==> src/hw/rtl/timed_winch_sequencer_assert.svh <==
// ----------------------------------------------------------------------------
// timed_winch_sequencer_assert.svh
// assertion macros shared by the winch sequencer rtl
// ----------------------------------------------------------------------------
`ifndef TIMED_WINCH_SEQUENCER_ASSERT_SVH
`define TIMED_WINCH_SEQUENCER_ASSERT_SVH

`ifndef SYNTHESIS

// same-cycle implication
`define TWSEQ_ASSERT_IMPLIES(label, clk, rst, ante, cons) \
  label: assert property (@(posedge clk) disable iff (rst) (ante) |-> (cons)) \
    else $error("timed_winch_sequencer: same-cycle check failed");

// next-cycle implication
`define TWSEQ_ASSERT_NEXT(label, clk, rst, ante, cons) \
  label: assert property (@(posedge clk) disable iff (rst) (ante) |=> (cons)) \
    else $error("timed_winch_sequencer: next-cycle check failed");

`else

`define TWSEQ_ASSERT_IMPLIES(label, clk, rst, ante, cons)
`define TWSEQ_ASSERT_NEXT(label, clk, rst, ante, cons)

`endif

`endif

==> src/hw/rtl/twseq_pkg.sv <==
// ----------------------------------------------------------------------------
// twseq_pkg
// types and constants of the timed winch sequencer
// ----------------------------------------------------------------------------
`default_nettype none

package twseq_pkg;

  localparam int CFG_W          = 16;
  localparam int TICK_WIDTH_DEF = 16;

  localparam logic [CFG_W-1:0] LOWER_TICKS_RST   = 16'd120;
  localparam logic [CFG_W-1:0] RELEASE_TICKS_RST = 16'd20;
  localparam logic [CFG_W-1:0] RETRACT_TICKS_RST = 16'd140;

  // configuration register indexes
  localparam logic [1:0] CFG_LOWER_TICKS   = 2'd0;
  localparam logic [1:0] CFG_RELEASE_TICKS = 2'd1;
  localparam logic [1:0] CFG_RETRACT_TICKS = 2'd2;
  localparam logic [1:0] CFG_USE_LIMIT     = 2'd3;

  typedef enum logic [2:0] {
    OP_LOWER   = 3'd0,
    OP_RELEASE = 3'd1,
    OP_RETRACT = 3'd2,
    OP_STOW    = 3'd3,
    OP_ABORT   = 3'd4,
    OP_TICK    = 3'd5,
    OP_LIMIT   = 3'd6,
    OP_UNKNOWN = 3'd7
  } op_t;

  typedef enum logic [2:0] {
    PH_STOWED         = 3'd0,
    PH_LOWERING       = 3'd1,
    PH_LOWERED        = 3'd2,
    PH_RELEASING      = 3'd3,
    PH_RELEASED       = 3'd4,
    PH_RETRACTING     = 3'd5,
    PH_RETRACT_FAILED = 3'd6,
    PH_ABORTED        = 3'd7
  } phase_t;

  typedef enum logic [1:0] {
    SP_HOLD    = 2'd0,
    SP_PAYOUT  = 2'd1,
    SP_RETRACT = 2'd2
  } spool_t;

  typedef struct packed {
    logic [CFG_W-1:0] lower_ticks;
    logic [CFG_W-1:0] release_ticks;
    logic [CFG_W-1:0] retract_ticks;
    logic             limit_veto_en;
  } twseq_cfg_t;

  typedef struct packed {
    phase_t phase;
    logic   timer_running;
    spool_t spool_now;
    logic   hook_now;
    logic   limit_seen;
    logic   limit_level;
  } twseq_state_t;

  typedef struct packed {
    logic   fallback_warning;
    logic   announce;
    logic   hook_open;
    spool_t spool_mode;
    phase_t phase_code;
  } twseq_result_t;

endpackage

`default_nettype wire

==> src/hw/rtl/twseq_step.sv <==
// ----------------------------------------------------------------------------
// twseq_step
// next-state and result logic for one request of the winch sequencer
// ----------------------------------------------------------------------------
`default_nettype none

module twseq_step
  import twseq_pkg::*;
#(
  parameter int TICK_WIDTH = TICK_WIDTH_DEF
) (
  input  op_t                   op,
  input  logic                  limit_closed,
  input  twseq_cfg_t            cfg,
  input  twseq_state_t          st,
  input  logic [TICK_WIDTH-1:0] ticks_left,
  output twseq_state_t          st_next,
  output logic [TICK_WIDTH-1:0] ticks_left_next,
  output logic                  has_result,
  output twseq_result_t         result
);

  localparam int DW = (TICK_WIDTH > CFG_W) ? TICK_WIDTH : CFG_W;
  localparam logic [DW-1:0] TICK_MAX = DW'({TICK_WIDTH{1'b1}});

  logic [CFG_W-1:0]      dur;
  logic [DW-1:0]         dur_ext;
  logic [TICK_WIDTH-1:0] load_ticks;
  logic                  announce;
  logic                  warn;

  assign dur = (op == OP_RELEASE) ? cfg.release_ticks :
               (op == OP_RETRACT) ? cfg.retract_ticks : cfg.lower_ticks;
  assign dur_ext = DW'(dur);
  // saturate the duration into the counter range
  assign load_ticks = (dur_ext > TICK_MAX) ? TICK_WIDTH'(TICK_MAX)
                                           : TICK_WIDTH'(dur_ext);

  always_comb begin
    st_next         = st;
    ticks_left_next = ticks_left;
    has_result      = 1'b1;
    announce        = 1'b0;
    warn            = 1'b0;
    case (op)
      OP_LOWER, OP_RELEASE, OP_RETRACT: begin
        ticks_left_next     = load_ticks;
        st_next.timer_running = 1'b1;
        announce            = 1'b1;
        if (op == OP_LOWER) begin
          st_next.phase     = PH_LOWERING;
          st_next.hook_now  = 1'b0;
          st_next.spool_now = SP_PAYOUT;
        end else if (op == OP_RETRACT) begin
          st_next.phase     = PH_RETRACTING;
          st_next.hook_now  = 1'b0;
          st_next.spool_now = SP_RETRACT;
        end else begin
          st_next.phase     = PH_RELEASING;
          st_next.hook_now  = 1'b1;
          st_next.spool_now = SP_HOLD;
        end
      end
      OP_STOW, OP_ABORT: begin
        st_next.phase         = (op == OP_STOW) ? PH_STOWED : PH_ABORTED;
        st_next.spool_now     = SP_HOLD;
        st_next.hook_now      = 1'b0;
        st_next.timer_running = 1'b0;
        ticks_left_next       = '0;
        announce              = 1'b1;
      end
      OP_TICK: begin
        if (st.timer_running) begin
          if (ticks_left > TICK_WIDTH'(1)) begin
            ticks_left_next = ticks_left - TICK_WIDTH'(1);
          end else begin
            ticks_left_next       = '0;
            st_next.timer_running = 1'b0;
            st_next.spool_now     = SP_HOLD;
            case (st.phase)
              PH_LOWERING: begin
                st_next.phase = PH_LOWERED;
                announce      = 1'b1;
              end
              PH_RELEASING: begin
                st_next.phase = PH_RELEASED;
                announce      = 1'b1;
              end
              PH_RETRACTING: begin
                st_next.hook_now = 1'b0;
                announce         = 1'b1;
                // with the veto enabled, an open switch seen last vetoes the stowed report
                if (cfg.limit_veto_en && st.limit_seen && !st.limit_level) begin
                  st_next.phase = PH_RETRACT_FAILED;
                end else begin
                  warn          = cfg.limit_veto_en && !st.limit_seen;
                  st_next.phase = PH_STOWED;
                end
              end
              default: begin
              end
            endcase
          end
        end
      end
      OP_LIMIT: begin
        st_next.limit_level = limit_closed;
        st_next.limit_seen  = 1'b1;
        has_result          = 1'b0;
      end
      default: begin
        has_result = 1'b0;
      end
    endcase
  end

  assign result.phase_code       = st_next.phase;
  assign result.spool_mode       = st_next.spool_now;
  assign result.hook_open        = st_next.hook_now;
  assign result.announce         = announce;
  assign result.fallback_warning = warn;

endmodule

`default_nettype wire

==> src/hw/rtl/timed_winch_sequencer.sv <==
// ----------------------------------------------------------------------------
// timed_winch_sequencer
// open-loop, tick-timed winch sequencer with limit switch check
// ----------------------------------------------------------------------------
// Takes one request per clock unless the result path stalls: a command, a
// timer tick or a limit switch sample. Each request is registered, then the
// sequencer state and result register are updated from it when it advances,
// so requests may follow back to back. Commands (lower, release, retract,
// stow, abort) and ticks each give one result; limit samples and unknown ops
// give none. s_tready drops only while the result register is full and
// m_tready is low. Registers are to be written through the cfg port only
// while the block is idle, which it does not enforce; writes are always taken.
`default_nettype none

module timed_winch_sequencer
  import twseq_pkg::*;
#(
  parameter int TICK_WIDTH = TICK_WIDTH_DEF
) (
  input  logic       clk,
  input  logic       rst,
  input  logic       s_tvalid,
  output logic       s_tready,
  input  logic [7:0] s_tdata,   // op[2:0], limit_closed[3], zero[7:4]
  output logic       m_tvalid,
  input  logic       m_tready,
  output logic [7:0] m_tdata,   // phase_code[2:0], spool_mode[4:3], hook_open[5],
                                // announce[6], fallback_warning[7]
  input  logic       cfg_valid,
  output logic       cfg_ready,
  input  logic [1:0] cfg_index,
  input  logic [15:0] cfg_data
);

  `include "timed_winch_sequencer_assert.svh"

  twseq_cfg_t            cfg;
  twseq_state_t          st;
  twseq_state_t          st_next;
  logic [TICK_WIDTH-1:0] ticks_left;
  logic [TICK_WIDTH-1:0] ticks_left_next;

  logic          in_valid;
  op_t           in_op;
  logic          in_limit_closed;
  logic          has_result;
  twseq_result_t step_result;
  logic          advance;

  twseq_result_t out_result;
  logic          out_valid;

  assign cfg_ready = 1'b1;

  always_ff @(posedge clk) begin
    if (rst) begin
      cfg.lower_ticks   <= LOWER_TICKS_RST;
      cfg.release_ticks <= RELEASE_TICKS_RST;
      cfg.retract_ticks <= RETRACT_TICKS_RST;
      cfg.limit_veto_en <= 1'b0;
    end else if (cfg_valid) begin
      case (cfg_index)
        CFG_LOWER_TICKS:   cfg.lower_ticks   <= cfg_data;
        CFG_RELEASE_TICKS: cfg.release_ticks <= cfg_data;
        CFG_RETRACT_TICKS: cfg.retract_ticks <= cfg_data;
        CFG_USE_LIMIT:     cfg.limit_veto_en <= cfg_data[0];
        default: begin
        end
      endcase
    end
  end

  // input register moves on unless its result has nowhere to go
  assign advance  = in_valid && (!has_result || !out_valid || m_tready);
  assign s_tready = !in_valid || advance;

  always_ff @(posedge clk) begin
    if (rst) begin
      in_valid <= 1'b0;
    end else if (s_tready) begin
      in_valid <= s_tvalid;
    end
  end

  always_ff @(posedge clk) begin
    if (s_tvalid && s_tready) begin
      in_op           <= op_t'(s_tdata[2:0]);
      in_limit_closed <= s_tdata[3];
    end
  end

  twseq_step #(
    .TICK_WIDTH(TICK_WIDTH)
  ) u_step (
    .op              (in_op),
    .limit_closed    (in_limit_closed),
    .cfg             (cfg),
    .st              (st),
    .ticks_left      (ticks_left),
    .st_next         (st_next),
    .ticks_left_next (ticks_left_next),
    .has_result      (has_result),
    .result          (step_result)
  );

  always_ff @(posedge clk) begin
    if (rst) begin
      st.phase         <= PH_STOWED;
      st.timer_running <= 1'b0;
      st.spool_now     <= SP_HOLD;
      st.hook_now      <= 1'b0;
      st.limit_seen    <= 1'b0;
      st.limit_level   <= 1'b0;
      ticks_left       <= '0;
    end else if (advance) begin
      st         <= st_next;
      ticks_left <= ticks_left_next;
    end
  end

  always_ff @(posedge clk) begin
    if (rst) begin
      out_valid <= 1'b0;
    end else if (advance && has_result) begin
      out_valid <= 1'b1;
    end else if (m_tready) begin
      out_valid <= 1'b0;
    end
  end

  always_ff @(posedge clk) begin
    if (advance && has_result) begin
      out_result <= step_result;
    end
  end

  assign m_tvalid = out_valid;
  assign m_tdata  = {out_result.fallback_warning, out_result.announce,
                     out_result.hook_open, out_result.spool_mode,
                     out_result.phase_code};

  `TWSEQ_ASSERT_IMPLIES(a_idle_timer_clear, clk, rst, !st.timer_running, ticks_left == '0)
  `TWSEQ_ASSERT_IMPLIES(a_payout_lowering, clk, rst, st.spool_now == SP_PAYOUT,
                        st.phase == PH_LOWERING)
  `TWSEQ_ASSERT_IMPLIES(a_hook_open_phase, clk, rst, st.hook_now,
                        st.phase == PH_RELEASING || st.phase == PH_RELEASED)
  `TWSEQ_ASSERT_NEXT(a_warn_on_stow, clk, rst,
                     advance && has_result && step_result.fallback_warning,
                     m_tvalid && m_tdata[6] && m_tdata[2:0] == PH_STOWED)

endmodule

`default_nettype wire

==> config.mk <==
export PLATFORM = sky130hd
export DESIGN_NAME = timed_winch_sequencer
export DESIGN_NICKNAME = d
export VERILOG_FILES = /design/src/hw/rtl/twseq_pkg.sv /design/src/hw/rtl/twseq_step.sv /design/src/hw/rtl/timed_winch_sequencer.sv
export VERILOG_INCLUDE_DIRS = /design/src /design/src/hw/rtl
export SDC_FILE = /design/constraint.sdc
export NUM_CORES = 1
export LEC_CHECK = 0
export BUFFER_PORTS_ARGS = -buffer_cell sky130_fd_sc_hd__buf_4
export CORE_ASPECT_RATIO = 1.2
export CORE_UTILIZATION = 25
export CTS_BUF_LIST = sky130_fd_sc_hd__clkbuf_8
export DETAILED_ROUTE_END_ITERATION = 7
export SYNTH_ARGS = -nofsm -noshare
export SYNTH_HDL_FRONTEND = slang
export SYNTH_SLANG_ARGS = --single-unit
==> constraint.sdc <==
create_clock -name clk -period 2.17 [get_ports clk]
set_clock_uncertainty 0.2 [all_clocks]
set_input_delay 0.1085 -clock clk [delete_from_list [all_inputs] [get_ports clk]]
set_output_delay 0.1085 -clock clk [all_outputs]
set_load 0.03 [all_outputs]
# ---- After elaboration in Yosys (flattened, before gate mapping)
# Index checks and enable logic that the tools add are counted.
# Widths: inputs -> output; s select.
dict set report totals {
  ff_bits 88
  latch_bits 0
  ramBits 0
  romBits 0
  wordCells 94
  n_memories 0
}
dict set report classes {
  add_sub_neg 1
  multipliers 0
  div_mod_pow 0
  order_cmp 2
  n_eq_ne 13
  shifts 0
  n_mux 24
  bitwise_logic 3
  n_reduce_logical 31
}
# op n
set ops {}
lappend ops {{$mux 16} 5}
lappend ops {{$pmux 16 s3} 1}
lappend ops {{$pmux 7 s3} 1}
lappend ops {{$mux 3} 6}
lappend ops {{$gt 16x1->1 const B} 1}
lappend ops {{$gt 16x16->1 const B} 1}
lappend ops {{$sub 16x1->16 const B} 1}
lappend ops {{$mux 7} 2}
lappend ops {{$eq 3x3->1 const B} 4}
lappend ops {{$reduce_and 2->1} 6}
lappend ops {{$reduce_or 5->1} 2}
lappend ops {{$eq 3x2->1 const B} 3}
lappend ops {{$pmux 3 s3} 1}
lappend ops {{$mux 1} 7}
lappend ops {{$eq 3x1->1 const B} 2}
lappend ops {{$logic_and 1x1->1} 6}
lappend ops {{$reduce_or 3->1} 2}
lappend ops {{$reduce_or 6->1} 1}
lappend ops {{$logic_not 1->1} 5}
lappend ops {{$eq 2x2->1 const B} 2}
lappend ops {{$logic_not 3->1} 1}
lappend ops {{$logic_or 1x1->1} 3}
lappend ops {{$not 1->1} 3}
lappend ops {{$reduce_and 3->1} 1}
lappend ops {{other kinds (7)} 7}

# ---- Longest topological paths before layout
dict set report depth {
  depth_word 9
  ltp_mapped 8
  ltp_nobuf 7
}

# ---- By module
# From an unflattened synthesis, not the netlist that was laid out.
dict set report hier_totals {
  hier_cells 587
  hier_area_um2 4798.4
}
# module n_inst cells_each area_each_um2 seq_area_each_um2
set by_module_without_submodules {}
lappend by_module_without_submodules {timed_winch_sequencer 1 350 3326.9 1881.8}
lappend by_module_without_submodules {twseq_step 1 237 1471.4 0.0}

# ---- Worst setup path after synthesis
# No wires, ideal clock.
dict set report synth_timing {
  kind {reg2reg}
  start {register ticks_left[14]}
  end {register out_result, in the netlist m_tdata[1] (data pin)}
  arrival_time_ps 1699
  path_slack_ps 13
  stages_incl_launch_ff 6
  period_less_slack_ps 2157
  cell_sequence {dfxtp_1 or3_1 or4_4 o41ai_2 o311ai_1 o221a_2}
}
# element line_no
set synth_rtl {}
lappend synth_rtl {{start: declaration} timed_winch_sequencer.sv:40} ;# logic [TICK_WIDTH-1:0] ticks_left;
lappend synth_rtl {{start signal: assignment} timed_winch_sequencer.sv:117} ;# ticks_left <= ticks_left_next;
lappend synth_rtl {{end signal: assignment} timed_winch_sequencer.sv:133} ;# out_result <= step_result;
lappend synth_rtl {{end: declaration} timed_winch_sequencer.sv:50} ;# twseq_result_t out_result;

==> reports/metrics.csv <==
metric,value,unit
status,finished with violations,
violations,negative setup slack,
cts_tree,done,
ys.flop_type,dfxtp_1,
leakage,2.01,nW
setup_viol,2,
power.share.combinational,19.4,%
dieArea,17000,µm²
path_clk_slew,0.09,ns
crit_path_max_fanout,3,
async_flop_share,0,%
fp.coreArea,16100,µm²
clkLatencyLatePin,0.37,ns
cts_buffers,9,
die_w,119,µm
switchingPower,0.000972,W
synth_cell_types,56,
period_share,103,%
synth_seq_area_share,45.7,%
via_per_inst,4.95,
num_io_pins,42,
clock-sinks,88,
post-cts-setup-buffer-count,0,
row_count,51,
port_buffers,36,
max_stage_delay,0.52,ns
final_area,5390,µm²
p_seq_share,51.2,%
crit_path_start,ticks_left[14]$_SDFFE_PP0P_,
drc,0,
hold_viol,0,
area_growth,30.9,%
yosys_warnings,0,
rsz0062_at_grt,true,
reg2reg_from,ticks_left[14]$_SDFFE_PP0P_,
worstPathArrival,2.17,ns
slowest_stage,or4_4,
antenna_found_initial,0,
via_count,3981,
post-dp-hpwl,7.98,mm
final_util,33.4,%
cp-start-kind,register,
wl_per_cell,14.4,µm
slew_viol_final,0,
clock_power_share,29.5,%
synth_area,4120,µm²
antenna_left,0,
finalWorstSetupSlack,-0.0735,ns
yosys_register_bits,88,
path_cells,"or3_4, or4_4, o41ai_2, o311ai_2, o221a_2",
worst_pin_slew,0.676,ns
cap_violations,0,
n_fill_cell,1717,
cts-root-buf,clkbuf_8,
fmax,446,MHz
synth_edf_count,12,
rrSetupSlack,-0.07,ns
htreeDepth,3,
fin_nets,623,
hp-class,reg -> reg,
r2r-end,m_tdata[1]$_DFFE_PP_,
antenna_cells,0,
required,2.09,ns
cp-endpoint,m_tdata[1]$_DFFE_PP_,
syn_area_per_cell,8.08,µm²
synthCells,510,
grt_overflow_total,0,
worst_setup_path_end_kind,register,
syn_nets,543,
grt_pass1_wl,19.0,mm
routabilityCongestion,0.835,
drive_gt1_share,19.8,%
wirelength,11.6,mm
p_int,0.00247,W
period_needed,2.24,ns
grt_max_degree,45,
grt_pass1_vias,3771,
dieHeight,143,µm
start_util,25.5,%
grt_use_total,14.1,%
drt_pass1_iterations,5,
place_area,4870,µm²
slew_headroom,54.9,%
worstSetupPathType,reg -> reg,
drtIter0Drc,244,
power_per_cell_area,638,nW/µm²
rr_worst_depth,5,
vdd_drop_max,0.000285,V
max-clock-path-buffers,2,
p_sw_share,28.2,%
## per-stage QoR
step,power [W],hold slack [ns],cells,setup TNS [ns],setup WS (ns)
after floorplan,0.00213,0.00737,510,0,0.0128
after global placement,0.00239,0.0876,764,-0.0587,-0.0431
after detailed placement,0.00239,0.0894,764,-0.0693,-0.0532
after CTS,0.00344,0.258,804,-0.0224,-0.0224
after global routing,0.00361,0.272,804,-0.333,-0.123
final,0.00344,0.257,804,-0.0952,-0.0735
## routing by layer
layer	up-vias	share of wire [%]	GRT usage, %
li1	1992	-	-
met4	0	1.7	5.33
met2	96	47	23.8
met3	19	4.4	2.48
met1	1874	47	17.8
met5	-	0	0
## logic make-up (layout without fill, tap and decap cells)
kind of cell	Yosys count	in the layout	synth area share, %
DFF	88	88	45.7
and+or+nand+nor	201	201	22.3
adders and majority gates	2	2	0.607
buffers and inverters	56	138	5.29
muxes	2	2	0.486
AOI/OAI and AO/OA	160	160	25.5
other	1	1	0.0910
## power by group through the flow
| stage | Combinational [W] | Clock (W) | Sequential [W] |
|---|---|---|---|
| 3_3_place_gp | 0.000597 | 0 | 0.00180 |
| 4_1_cts | 0.000638 | 0.00104 | 0.00176 |
| 5_1_grt | 0.000730 | 0.00111 | 0.00177 |
| 6_report | 0.000667 | 0.00101 | 0.00176 |
| 2_1_floorplan | 0.000334 | 0 | 0.00180 |
| 3_5_place_dp | 0.000595 | 0 | 0.00180 |
## state kept, by name, indices dropped and copies added, names as in the netlist
name and cells:
cfg 49, in_limit_closed 1, in_op 3, in_valid 1, m_tdata 8, m_tvalid 1
st 9, ticks_left 16
## worst min-delay path by stage
stage	from	depth (start not counted)	end	slack, ns
after floorplan	s_tdata[3]	0	in_limit_closed$_DFFE_PP_	0.007
after global placement	s_tdata[2]	1	in_op[2]$_DFFE_PP_	0.09
after detailed placement	s_tdata[1]	1	in_op[1]$_DFFE_PP_	0.09
after CTS	cfg[44]$_SDFFE_PP0P_	2	cfg[44]$_SDFFE_PP0P_	0.26
after global routing	cfg[44]$_SDFFE_PP0P_	2	cfg[44]$_SDFFE_PP0P_	0.27
final	cfg[44]$_SDFFE_PP0P_	2	cfg[44]$_SDFFE_PP0P_	0.26
## worst max-delay path, delay by kind of cell (launching register included)
family           cells  cell delay (ns)
flip-flops           1             0.32
AO/OA/AOI/OAI        3             0.56
AND/OR/NAND/NOR      2             0.92
## what timing repair did
action | 4_1_cts | 5_1_grt
endpoints found under the hold margin | 69 | 0
gates resized for setup | 6 | 19
pin swaps | 3 | 1
hold buffers | 27 | 0
endpoints found under the setup margin | 7 | 25
## cell usage in the layout, fill, tap and decap left out, types with 3 or more instances in the layout
master and n:
nand2_1 119, dfxtp_1 74, a22o_1 4, nand4_1 3, inv_1 20, nor3_1 8
a21oi_1 66, a31oi_1 9, o32ai_1 10, buf_4 73, clkbuf_8 11, a22oi_1 16
buf_12 3, nand3b_1 3, nor2b_1 4, dlygate4sd3_1 27, o21ai_0 14, a211oi_1 5
edfxtp_1 12, nor2_1 17, nor4_1 3, nand3_1 21, o2bb2ai_1 10
## synth_stat cells, drive strengths merged, types with 4 or more instances
master / number / area, µm²
a31oi: 9 / 56.3
nand2: 119 / 447
nor4: 6 / 50.0
o2bb2ai: 10 / 87.6
nor2b: 4 / 25.0
clkbuf: 31 / 116
a21oi: 68 / 340
or4: 4 / 33.8
o32ai: 10 / 87.6
nand3: 22 / 115
buf: 4 / 22.5
inv: 21 / 78.8
a211oi: 5 / 37.5
dfxtp: 76 / 1520
nor3: 8 / 40.0
a22o: 4 / 35.0
edfxtp: 12 / 360
nor2: 18 / 67.6
o21ai: 16 / 80.1
a22oi: 16 / 120
## area by class of cell
type / count / area, µm² / share of cell area, %
clock buffers: 11 / 151 / 2.81
clock inverters: 2 / 8.76 / 0.162
inverters: 21 / 78.8 / 1.46
multi-input cells: 366 / 2110 / 39.2
flip-flops and latches: 88 / 1880 / 35.0
well taps: 212 / 265 / 4.92
repair buffers: 104 / 890 / 16.5
(Power assumes the default switching activity.)
